### src/hdl/atsb_pkg.sv
`default_nettype none

package atsb_pkg;

   localparam int SEQ_W   = 32;
   localparam int LEN_W   = 16;
   localparam int BYTES_W = 24;

   localparam logic [BYTES_W-1:0] MAX_FREE = {BYTES_W{1'b1}};

   // Opcodes of an input item.
   localparam logic [1:0] OP_SEND = 2'd0;
   localparam logic [1:0] OP_DATA = 2'd1;
   localparam logic [1:0] OP_ACK  = 2'd2;

   // Result status codes.
   localparam logic [1:0] STATUS_OK          = 2'd0;
   localparam logic [1:0] STATUS_BUDGET_FULL = 2'd1;
   localparam logic [1:0] STATUS_TABLE_FULL  = 2'd2;

   // May-send event codes.
   localparam logic [1:0] EV_NONE = 2'd0;
   localparam logic [1:0] EV_ON   = 2'd1;
   localparam logic [1:0] EV_OFF  = 2'd2;

   // Configuration register indexes.
   localparam logic CSR_BUFFER_LIMIT   = 1'b0;
   localparam logic CSR_SEND_THRESHOLD = 1'b1;

   typedef struct packed {
      logic [1:0]       opcode;
      logic [LEN_W-1:0] packet_bytes;
      logic [SEQ_W-1:0] peer_seq;
      logic             ack_wanted;
   } req_type;

   typedef struct packed {
      logic [1:0]         status;
      logic [SEQ_W-1:0]   assigned_seq;
      logic               send_ack;
      logic [SEQ_W-1:0]   ack_seq;
      logic [1:0]         maysend_event;
      logic [BYTES_W-1:0] free_bytes;
   } rsp_type;

   typedef struct packed {
      logic               reg_index;
      logic [BYTES_W-1:0] data;
   } csr_type;

   // Lookup token that walks the row of table cells, one cell per cycle.
   typedef struct packed {
      logic             active;
      logic             is_send;
      logic             done;
      logic [SEQ_W-1:0] seq;
      logic [LEN_W-1:0] len;
   } token_type;

   typedef enum logic [1:0] {
      ST_IDLE,
      ST_WALK,
      ST_FINISH
   } state_type;

endpackage

`default_nettype wire

### src/hdl/atsb_chan_if.sv
`default_nettype none

interface atsb_chan_if #(parameter type payload_type = logic) ();
   logic        valid;
   logic        ready;
   payload_type payload;

   modport source (output valid, output payload, input ready);
   modport sink (input valid, input payload, output ready);
endinterface

`default_nettype wire

### src/hdl/atsb_cell.sv
`default_nettype none

module atsb_cell (
   input  logic                clock,
   input  logic                reset,
   input  atsb_pkg::token_type tok_prev,
   output atsb_pkg::token_type tok_next
);
   import atsb_pkg::*;

   logic             valid_ff, valid_in;
   logic [SEQ_W-1:0] seq_ff, seq_in;
   logic [LEN_W-1:0] len_ff, len_in;
   token_type        tok_ff, tok_in;
   logic             claim;
   logic             match;

   always_comb begin
      claim = tok_prev.active && !tok_prev.done && tok_prev.is_send && !valid_ff;
      match = tok_prev.active && !tok_prev.done && !tok_prev.is_send && valid_ff &&
              (seq_ff == tok_prev.seq);

      tok_in   = tok_prev;
      valid_in = valid_ff;
      seq_in   = seq_ff;
      len_in   = len_ff;
      if (claim) begin
         // A send takes the first free entry it passes.
         tok_in.done = 1'b1;
         valid_in    = 1'b1;
         seq_in      = tok_prev.seq;
         len_in      = tok_prev.len;
      end
      if (match) begin
         // An ack frees the first matching entry and carries its length onward.
         tok_in.done = 1'b1;
         tok_in.len  = len_ff;
         valid_in    = 1'b0;
      end
   end

   always_ff @(posedge clock) begin
      if (reset) begin
         valid_ff      <= 1'b0;
         tok_ff.active <= 1'b0;
      end else begin
         valid_ff <= valid_in;
         tok_ff   <= tok_in;
      end
   end

   always_ff @(posedge clock) begin
      seq_ff <= seq_in;
      len_ff <= len_in;
   end

   assign tok_next = tok_ff;

endmodule

`default_nettype wire

### src/hdl/atsb_ctrl.sv
`default_nettype none

module atsb_ctrl (
   input  logic                clock,
   input  logic                reset,
   atsb_chan_if.sink           req_if,
   atsb_chan_if.source         rsp_if,
   atsb_chan_if.sink           csr_if,
   output atsb_pkg::token_type launch_tok,
   input  atsb_pkg::token_type tail_tok
);
   import atsb_pkg::*;

   state_type          state_ff, state_in;
   logic [BYTES_W-1:0] limit_ff;
   logic [BYTES_W-1:0] thresh_ff;
   logic [SEQ_W-1:0]   next_seq_ff, next_seq_in;
   logic [BYTES_W-1:0] used_ff, used_in;
   logic [1:0]         op_ff;
   logic [LEN_W-1:0]   bytes_ff;
   logic [SEQ_W-1:0]   pseq_ff;
   logic               wanted_ff;
   logic               full_ff;
   logic               hit_ff;
   logic [LEN_W-1:0]   hit_len_ff;
   logic               rsp_valid_ff;
   rsp_type            rsp_ff, rsp_in;

   req_type            req;
   logic               accept;
   logic [BYTES_W:0]   req_sum;
   logic               budget_full;
   logic               out_free;
   logic               commit;
   logic               send_ok;
   logic               ev_en;
   logic [BYTES_W:0]   held_sum;
   logic [BYTES_W-1:0] hit_len_ext;
   logic [BYTES_W-1:0] free_before;
   logic [BYTES_W-1:0] free_after;

   function automatic logic [BYTES_W-1:0] free_space(input logic [BYTES_W-1:0] limit,
                                                      input logic [BYTES_W-1:0] used);
      logic [BYTES_W-1:0] result;
      if (limit == '0) begin
         result = MAX_FREE;
      end else if (used >= limit) begin
         result = '0;
      end else begin
         result = limit - used;
      end
      return result;
   endfunction

   assign req           = req_if.payload;
   assign req_if.ready  = (state_ff == ST_IDLE);
   assign accept        = req_if.valid && req_if.ready;
   assign csr_if.ready  = 1'b1;
   assign rsp_if.valid  = rsp_valid_ff;
   assign rsp_if.payload = rsp_ff;

   // Budget check happens at acceptance so a refused send never enters the table.
   always_comb begin
      req_sum     = {1'b0, used_ff} + {{(BYTES_W + 1 - LEN_W){1'b0}}, req.packet_bytes};
      budget_full = (limit_ff != '0) && (req_sum > {1'b0, limit_ff});

      launch_tok.active  = accept && (((req.opcode == OP_SEND) && !budget_full) ||
                                      (req.opcode == OP_ACK));
      launch_tok.is_send = (req.opcode == OP_SEND);
      launch_tok.done    = 1'b0;
      launch_tok.seq     = (req.opcode == OP_SEND) ? next_seq_ff : req.peer_seq;
      launch_tok.len     = req.packet_bytes;
   end

   always_comb begin
      state_in = state_ff;
      unique case (state_ff)
         ST_IDLE: begin
            if (accept) begin
               state_in = launch_tok.active ? ST_WALK : ST_FINISH;
            end
         end
         ST_WALK: begin
            if (tail_tok.active) begin
               state_in = ST_FINISH;
            end
         end
         ST_FINISH: begin
            if (out_free) begin
               state_in = ST_IDLE;
            end
         end
         default: state_in = ST_IDLE;
      endcase
   end

   always_comb begin
      out_free    = !rsp_valid_ff || rsp_if.ready;
      commit      = (state_ff == ST_FINISH) && out_free;
      held_sum    = {1'b0, used_ff} + {{(BYTES_W + 1 - LEN_W){1'b0}}, bytes_ff};
      hit_len_ext = {{(BYTES_W - LEN_W){1'b0}}, hit_len_ff};

      rsp_in      = '0;
      used_in     = used_ff;
      send_ok     = 1'b0;
      ev_en       = 1'b0;
      unique case (op_ff)
         OP_SEND: begin
            if (full_ff) begin
               rsp_in.status = STATUS_BUDGET_FULL;
            end else if (!hit_ff) begin
               rsp_in.status = STATUS_TABLE_FULL;
            end else begin
               send_ok             = 1'b1;
               ev_en               = 1'b1;
               rsp_in.assigned_seq = next_seq_ff;
               used_in             = held_sum[BYTES_W-1:0];
            end
         end
         OP_DATA: begin
            if (wanted_ff) begin
               rsp_in.send_ack = 1'b1;
               rsp_in.ack_seq  = pseq_ff;
            end
         end
         OP_ACK: begin
            if (hit_ff) begin
               ev_en   = 1'b1;
               used_in = (used_ff >= hit_len_ext) ? (used_ff - hit_len_ext) : '0;
            end
         end
         default: begin
         end
      endcase

      free_before = free_space(limit_ff, used_ff);
      free_after  = free_space(limit_ff, used_in);
      rsp_in.free_bytes = free_after;
      if (ev_en && (limit_ff != '0) && (thresh_ff != '0)) begin
         if ((free_before >= thresh_ff) && (free_after < thresh_ff)) begin
            rsp_in.maysend_event = EV_OFF;
         end else if ((free_before < thresh_ff) && (free_after >= thresh_ff)) begin
            rsp_in.maysend_event = EV_ON;
         end
      end

      next_seq_in = send_ok ? (next_seq_ff + 1'b1) : next_seq_ff;
   end

   always_ff @(posedge clock) begin
      if (reset) begin
         state_ff     <= ST_IDLE;
         limit_ff     <= '0;
         thresh_ff    <= '0;
         next_seq_ff  <= '0;
         used_ff      <= '0;
         rsp_valid_ff <= 1'b0;
      end else begin
         state_ff <= state_in;
         if (csr_if.valid && csr_if.ready) begin
            if (csr_if.payload.reg_index == CSR_BUFFER_LIMIT) begin
               limit_ff <= csr_if.payload.data;
            end else begin
               thresh_ff <= csr_if.payload.data;
            end
         end
         if (commit) begin
            next_seq_ff  <= next_seq_in;
            used_ff      <= used_in;
            rsp_valid_ff <= 1'b1;
         end else if (rsp_if.ready) begin
            rsp_valid_ff <= 1'b0;
         end
      end
   end

   always_ff @(posedge clock) begin
      if (accept) begin
         op_ff     <= req.opcode;
         bytes_ff  <= req.packet_bytes;
         pseq_ff   <= req.peer_seq;
         wanted_ff <= req.ack_wanted;
         full_ff   <= budget_full;
         hit_ff    <= 1'b0;
      end else if ((state_ff == ST_WALK) && tail_tok.active) begin
         hit_ff     <= tail_tok.done;
         hit_len_ff <= tail_tok.len;
      end
      if (commit) begin
         rsp_ff <= rsp_in;
      end
   end

`ifndef ASSERT_OFF
   a_tail_only_in_walk: assert property (@(posedge clock) disable iff (reset)
      tail_tok.active |-> (state_ff == ST_WALK))
      else $error("lookup token left the table outside of a walk");

   a_used_only_on_commit: assert property (@(posedge clock) disable iff (reset)
      !commit |=> $stable(used_ff))
      else $error("byte usage changed without a committed item");

   a_seq_advance: assert property (@(posedge clock) disable iff (reset)
      (commit && (op_ff == OP_SEND) && !full_ff && hit_ff) |=>
      (next_seq_ff == ($past(next_seq_ff) + 32'd1)))
      else $error("sequence number did not advance after an accepted send");

   a_accept_only_idle: assert property (@(posedge clock) disable iff (reset)
      (accept && launch_tok.active) |=> (state_ff == ST_WALK))
      else $error("table lookup launched without entering the walk");
`endif

endmodule

`default_nettype wire

### src/hdl/ack_tracked_send_buffer.sv
// A send with budget room or an ack walks a lookup token through the row of table cells,
// one cell per cycle, before its result is registered; data, unused opcodes and
// over-budget sends go straight to the result. A new item is taken only once the last
// one has been committed, and the commit waits until the output register is free.
// A finished result waits in the output register while the next item is taken.
// Reset (synchronous, active high) clears all entry valid bits, counters, settings and control state.
`default_nettype none

module ack_tracked_send_buffer #(
   parameter int TABLE_DEPTH = 16
) (
   input logic         clock,
   input logic         reset,
   atsb_chan_if.sink   req_if,
   atsb_chan_if.source rsp_if,
   atsb_chan_if.sink   csr_if
);
   import atsb_pkg::*;

   token_type chain [TABLE_DEPTH+1];

   atsb_ctrl u_ctrl (
      .clock      (clock),
      .reset      (reset),
      .req_if     (req_if),
      .rsp_if     (rsp_if),
      .csr_if     (csr_if),
      .launch_tok (chain[0]),
      .tail_tok   (chain[TABLE_DEPTH])
   );

   for (genvar i = 0; i < TABLE_DEPTH; i++) begin : g_cell
      atsb_cell u_cell (
         .clock    (clock),
         .reset    (reset),
         .tok_prev (chain[i]),
         .tok_next (chain[i+1])
      );
   end

endmodule

`default_nettype wire

### src/flat_wrapper.sv
// flat-port wrapper written by rule: the top's interface ports become plain ports
module ack_tracked_send_buffer_flat import atsb_pkg::*;
#(
   parameter int TABLE_DEPTH = 16
)
  (clock, reset, req_if_valid, req_if_payload, req_if_ready, rsp_if_valid, rsp_if_payload, rsp_if_ready, csr_if_valid, csr_if_payload, csr_if_ready);
  atsb_chan_if #(.payload_type(req_type)) req_if_i ();
  atsb_chan_if #(.payload_type(rsp_type)) rsp_if_i ();
  atsb_chan_if #(.payload_type(csr_type)) csr_if_i ();
  input logic clock;
  input logic reset;
  input wire logic [$bits(req_if_i.valid)-1:0] req_if_valid;
  input wire logic [$bits(req_if_i.payload)-1:0] req_if_payload;
  output wire logic [$bits(req_if_i.ready)-1:0] req_if_ready;
  output wire logic [$bits(rsp_if_i.valid)-1:0] rsp_if_valid;
  output wire logic [$bits(rsp_if_i.payload)-1:0] rsp_if_payload;
  input wire logic [$bits(rsp_if_i.ready)-1:0] rsp_if_ready;
  input wire logic [$bits(csr_if_i.valid)-1:0] csr_if_valid;
  input wire logic [$bits(csr_if_i.payload)-1:0] csr_if_payload;
  output wire logic [$bits(csr_if_i.ready)-1:0] csr_if_ready;
  assign req_if_i.valid = req_if_valid;
  assign req_if_i.payload = req_if_payload;
  assign req_if_ready = req_if_i.ready;
  assign rsp_if_valid = rsp_if_i.valid;
  assign rsp_if_payload = rsp_if_i.payload;
  assign rsp_if_i.ready = rsp_if_ready;
  assign csr_if_i.valid = csr_if_valid;
  assign csr_if_i.payload = csr_if_payload;
  assign csr_if_ready = csr_if_i.ready;
  ack_tracked_send_buffer #(.TABLE_DEPTH(TABLE_DEPTH)) u_core (.clock(clock), .reset(reset), .req_if(req_if_i), .rsp_if(rsp_if_i), .csr_if(csr_if_i));
endmodule
### config.mk
export PLATFORM = sky130hd
export DESIGN_NAME = ack_tracked_send_buffer_flat
export DESIGN_NICKNAME = d
export VERILOG_FILES = /design/src/hdl/atsb_pkg.sv /design/src/hdl/atsb_chan_if.sv /design/src/hdl/atsb_cell.sv /design/src/hdl/atsb_ctrl.sv /design/src/hdl/ack_tracked_send_buffer.sv /design/src/flat_wrapper.sv
export SDC_FILE = /design/constraint.sdc
export NUM_CORES = 2
export LEC_CHECK = 0
export BUFFER_PORTS_ARGS = -buffer_cell sky130_fd_sc_hd__buf_2
export CORE_UTILIZATION = 30
export DETAILED_ROUTE_END_ITERATION = 16
export GPL_ROUTABILITY_DRIVEN = 0
export SYNTH_ARGS = -nofsm -noshare
export SYNTH_HDL_FRONTEND = slang
export SYNTH_SLANG_ARGS = --single-unit
### constraint.sdc
create_clock -name clock -period 44.8 [get_ports clock]
set_clock_uncertainty 0.1 [all_clocks]
set_input_delay 2.24 -clock clock [delete_from_list [all_inputs] [get_ports clock]]
set_output_delay 2.24 -clock clock [all_outputs]
set_load 0.03 [all_outputs]
==> results.py <==
metrics = {
    "run_status": {
        "outcome": "finished clean",
    },
    "global_routing": {
        "track_usage_pct": 12.0,
        "grt_max_degree": 196,
        "grt_pass1_vias": 39700,
        "grt_pass1_wl_um": 235000,
        "grt_overflow": 0,
        "antenna_found_initial": 11,
    },
    "sta": {
        "relSlewSlack_pct": 19.9,
        "min_period_ps": 8770,
        "post-route-period-util_pct": 19.6,
        "slew_viol_final": 0,
        "tightest_slew_ps": 1200,
        "final.setup.worst_slack_ps": 36030,
        "hold_viol": 0,
        "max_freq_mhz": 114,
        "setup_viol": 0,
        "rsz0062_at_grt": "false",
        "tns_ps": 0,
    },
    "setup_path": {
        "cp-end-kind": "register",
        "arrival_ps": 9220,
        "critPathRequiredTime_ps": 45250,
        "critPathMaxFanout": 24,
        "max_stage_delay_ps": 610,
        "start_kind": "register",
        "cpMostUsedCell": "o21a_1",
        "crit_path_top_delay_cell": "dfxtp_1",
        "criticalPathCategory": "register to register",
    },
    "die": {
        "core_sq_um": 244000,
        "floorplan.initialDensity_pct": 30.2,
        "die_w_um": 497,
        "num_rows": 181,
        "dieArea_sq_um": 247000,
        "die_y_um": 497,
        "io_pins": 177,
    },
    "clock_tree": {
        "path_clk_slew_ps": 70,
        "cts_tree": "yes",
        "root_buffer": "clkbuf_16",
        "ctsResizeCount": 0,
        "cts.sinks": 1836,
        "cts_made_buffers": 177,
        "cts_buffer_depth": 3,
        "hold_buffers": 0,
        "postCtsSetupBuffers": 0,
        "worstSkewPairLatency_ps": 810,
        "htreeDepth": 4,
    },
    "power_and_ir_drop": {
        "pwr-share-clk_pct": 39.6,
        "swShare_pct": 23.5,
        "p_seq_share_pct": 52.5,
        "max-vdd-ir-drop_mv": 0.0345,
        "powerDensity_nw_per_um2": 45.0,
        "power.internal_uw": 2910,
        "p_comb_share_pct": 7.9,
        "p_leak_uw": 0.0299,
        "p_sw_uw": 892,
    },
    "route": {
        "wire_per_inst_um": 17.5,
        "antenna_left": 0,
        "vias": 40200,
        "first_pass_iters": 5,
        "drt_wl_total_um": 152000,
        "drtIter0Drc": 3396,
        "avgViaCountPerCell": 4.61,
        "drc": 0,
    },
    "synth": {
        "syn_area_per_cell_sq_um": 14.5,
        "synth_cells": 5073,
        "async_flop_share_pct": 0,
        "synth-seq-cells": 1836,
        "ys_warn_count": 0,
        "synthesis.area_sq_um": 73600,
        "synth.top_cell.area_share_pct": 69.2,
        "synth-edff-count": 1696,
        "ys.flop_type": "edfxtp_1",
        "synth.distinct_cells": 95,
        "synth_area_leaders": "edfxtp_1 (69%), xor2_1 (5.6%), nand2_1 (4.9%)",
        "yosys.area.top_type": "edfxtp_1",
        "syn_nets": 5327,
        "ys_seq_area_share_pct": 73.0,
    },
    "run": {
        "maxCapViolations": 0,
    },
    "final_layout": {
        "drive_above_1_share_pct": 10.7,
        "finalNetCount": 5615,
        "nFillCells": 23200,
        "layoutNonFillerInstCount": 8720,
        "most-common-layout-cells": "edfxtp_1 (1696), nand2_1 (966), xor2_1 (467)",
        "final_common_cell": "edfxtp_1",
        "syn2layout_area_growth_pct": 14.8,
    },
    "placed_design": {
        "place_ws_ps": 36290,
        "dp.final_hpwl_um": 108000,
        "numPortBuffers": 175,
        "place_inst": 8384,
    },
    "hold_path": {
        "hold_class": "register to register",
    },
}
==> synthesized netlist by cell type, drive strengths merged, types with 17 or more instances <==
library cell / n
edfxtp: 1696
nand2: 967
xor2: 467
a21oi: 172
ha: 168
xnor2: 153
dfxtp: 140
nor2: 129
inv: 122
o21ai: 118
nor4: 114
clkbuf: 93
nand4: 85
nor3: 72
nor2b: 56
a21o: 55
and3: 54
and2: 39
mux2: 35
nand3: 33
o21a: 30
nand2b: 25
or3: 23
a211oi: 21
clkinv: 17
==> flip-flops by register name, indices dropped and copies added (netlist names) <==
signal                         cells
u_core.g_cell.u_cell.tok_next    783
u_core.g_cell.u_cell.seq_ff      512
u_core.g_cell.u_cell.len_ff      256
u_core.u_ctrl.rsp_if.payload      93
u_core.u_ctrl.next_seq_ff         32
u_core.u_ctrl.pseq_ff             32
u_core.u_ctrl.limit_ff            24
u_core.u_ctrl.thresh_ff           24
u_core.u_ctrl.used_ff             24
u_core.g_cell.u_cell.valid_ff     16
u_core.u_ctrl.bytes_ff            16
u_core.u_ctrl.hit_len_ff          16
u_core.u_ctrl.op_ff                2
u_core.u_ctrl.state_ff             2
u_core.u_ctrl.full_ff              1
u_core.u_ctrl.hit_ff               1
u_core.u_ctrl.rsp_if.valid         1
u_core.u_ctrl.wanted_ff            1
==> final cells by class <==
type	instances	area (sq um)	share of cell area, %
sequential	1836	53700	63.6
multi-input combinational	2989	19100	22.6
clock buffer	215	4620	5.47
tap	3202	4010	4.74
clock inverter	120	1330	1.57
timing repair buffer	218	1230	1.46
inverter	139	533	0.631
antenna	1	2.50	0.00296
==> power groups by stage <==
stage                     sequential (uW)  combinational, uW  clock [uW]
after detailed placement             2030                298           0
after global routing                 2000                333        1610
after floorplan                      2040                205           0
final                                1990                302        1500
after CTS                            2000                300        1550
after global placement               2030                292           0
==> critical path: cells and delay by family, from the launching register on <==
kind | cells | cell delay, ps
simple gates | 6 | 990
fa+ha+maj | 3 | 1070
flops | 1 | 610
compound gates | 26 | 5740
==> per-stage QoR <==
stage               power (uW)  util [%]  hold WS, ps  cell area [sq um]
floorplan                 2250         -          300              73600
global placement          2320      32.2          330              78600
detailed placement        2330      32.2          331              78600
CTS                       3840      34.7          328              84500
global route              3940      34.7          350              84500
finish                    3800      34.7          334              84500
==> layer usage <==
layer	GRT usage, %	up-vias	wire length (um)
met2	19.0	1084	70300
met3	2.82	261	9840
li1	-	19100	-
met4	3.51	14	3660
met5	0	-	92
met1	16.4	19700	68400
==> kinds of logic after synthesis <==
group | synth area share, %
flip-flops | 73.0
XOR/XNOR | 7.37
multiplexers | 0.617
AND/OR/NAND/NOR | 10.2
AO/OA/AOI/OAI | 4.48
buffers and inverters | 1.31
adder cells (fa/ha/maj) | 3.02
other | 0.00509
==> path summary, 6_finish.rpt <==
kind                                             startpoint                                        endpoint  slack (ps)  depth (start not counted)
max                   u_core.u_ctrl.used_ff[1]$_SDFFE_PP0P_  u_core.u_ctrl.rsp_if.payload[25]$_SDFFCE_PN0P_       36030                         35
min          u_core.g_cell[10].u_cell.tok_next[3]$_DFFE_PN_    u_core.g_cell[11].u_cell.len_ff[3]$_DFFE_PP_         330                          0
max reg2reg           u_core.u_ctrl.used_ff[1]$_SDFFE_PP0P_  u_core.u_ctrl.rsp_if.payload[25]$_SDFFCE_PN0P_       36030                         35
min reg2reg  u_core.g_cell[10].u_cell.tok_next[3]$_DFFE_PN_    u_core.g_cell[11].u_cell.len_ff[3]$_DFFE_PP_         330                          0
Power figures use the tool's default switching activity.
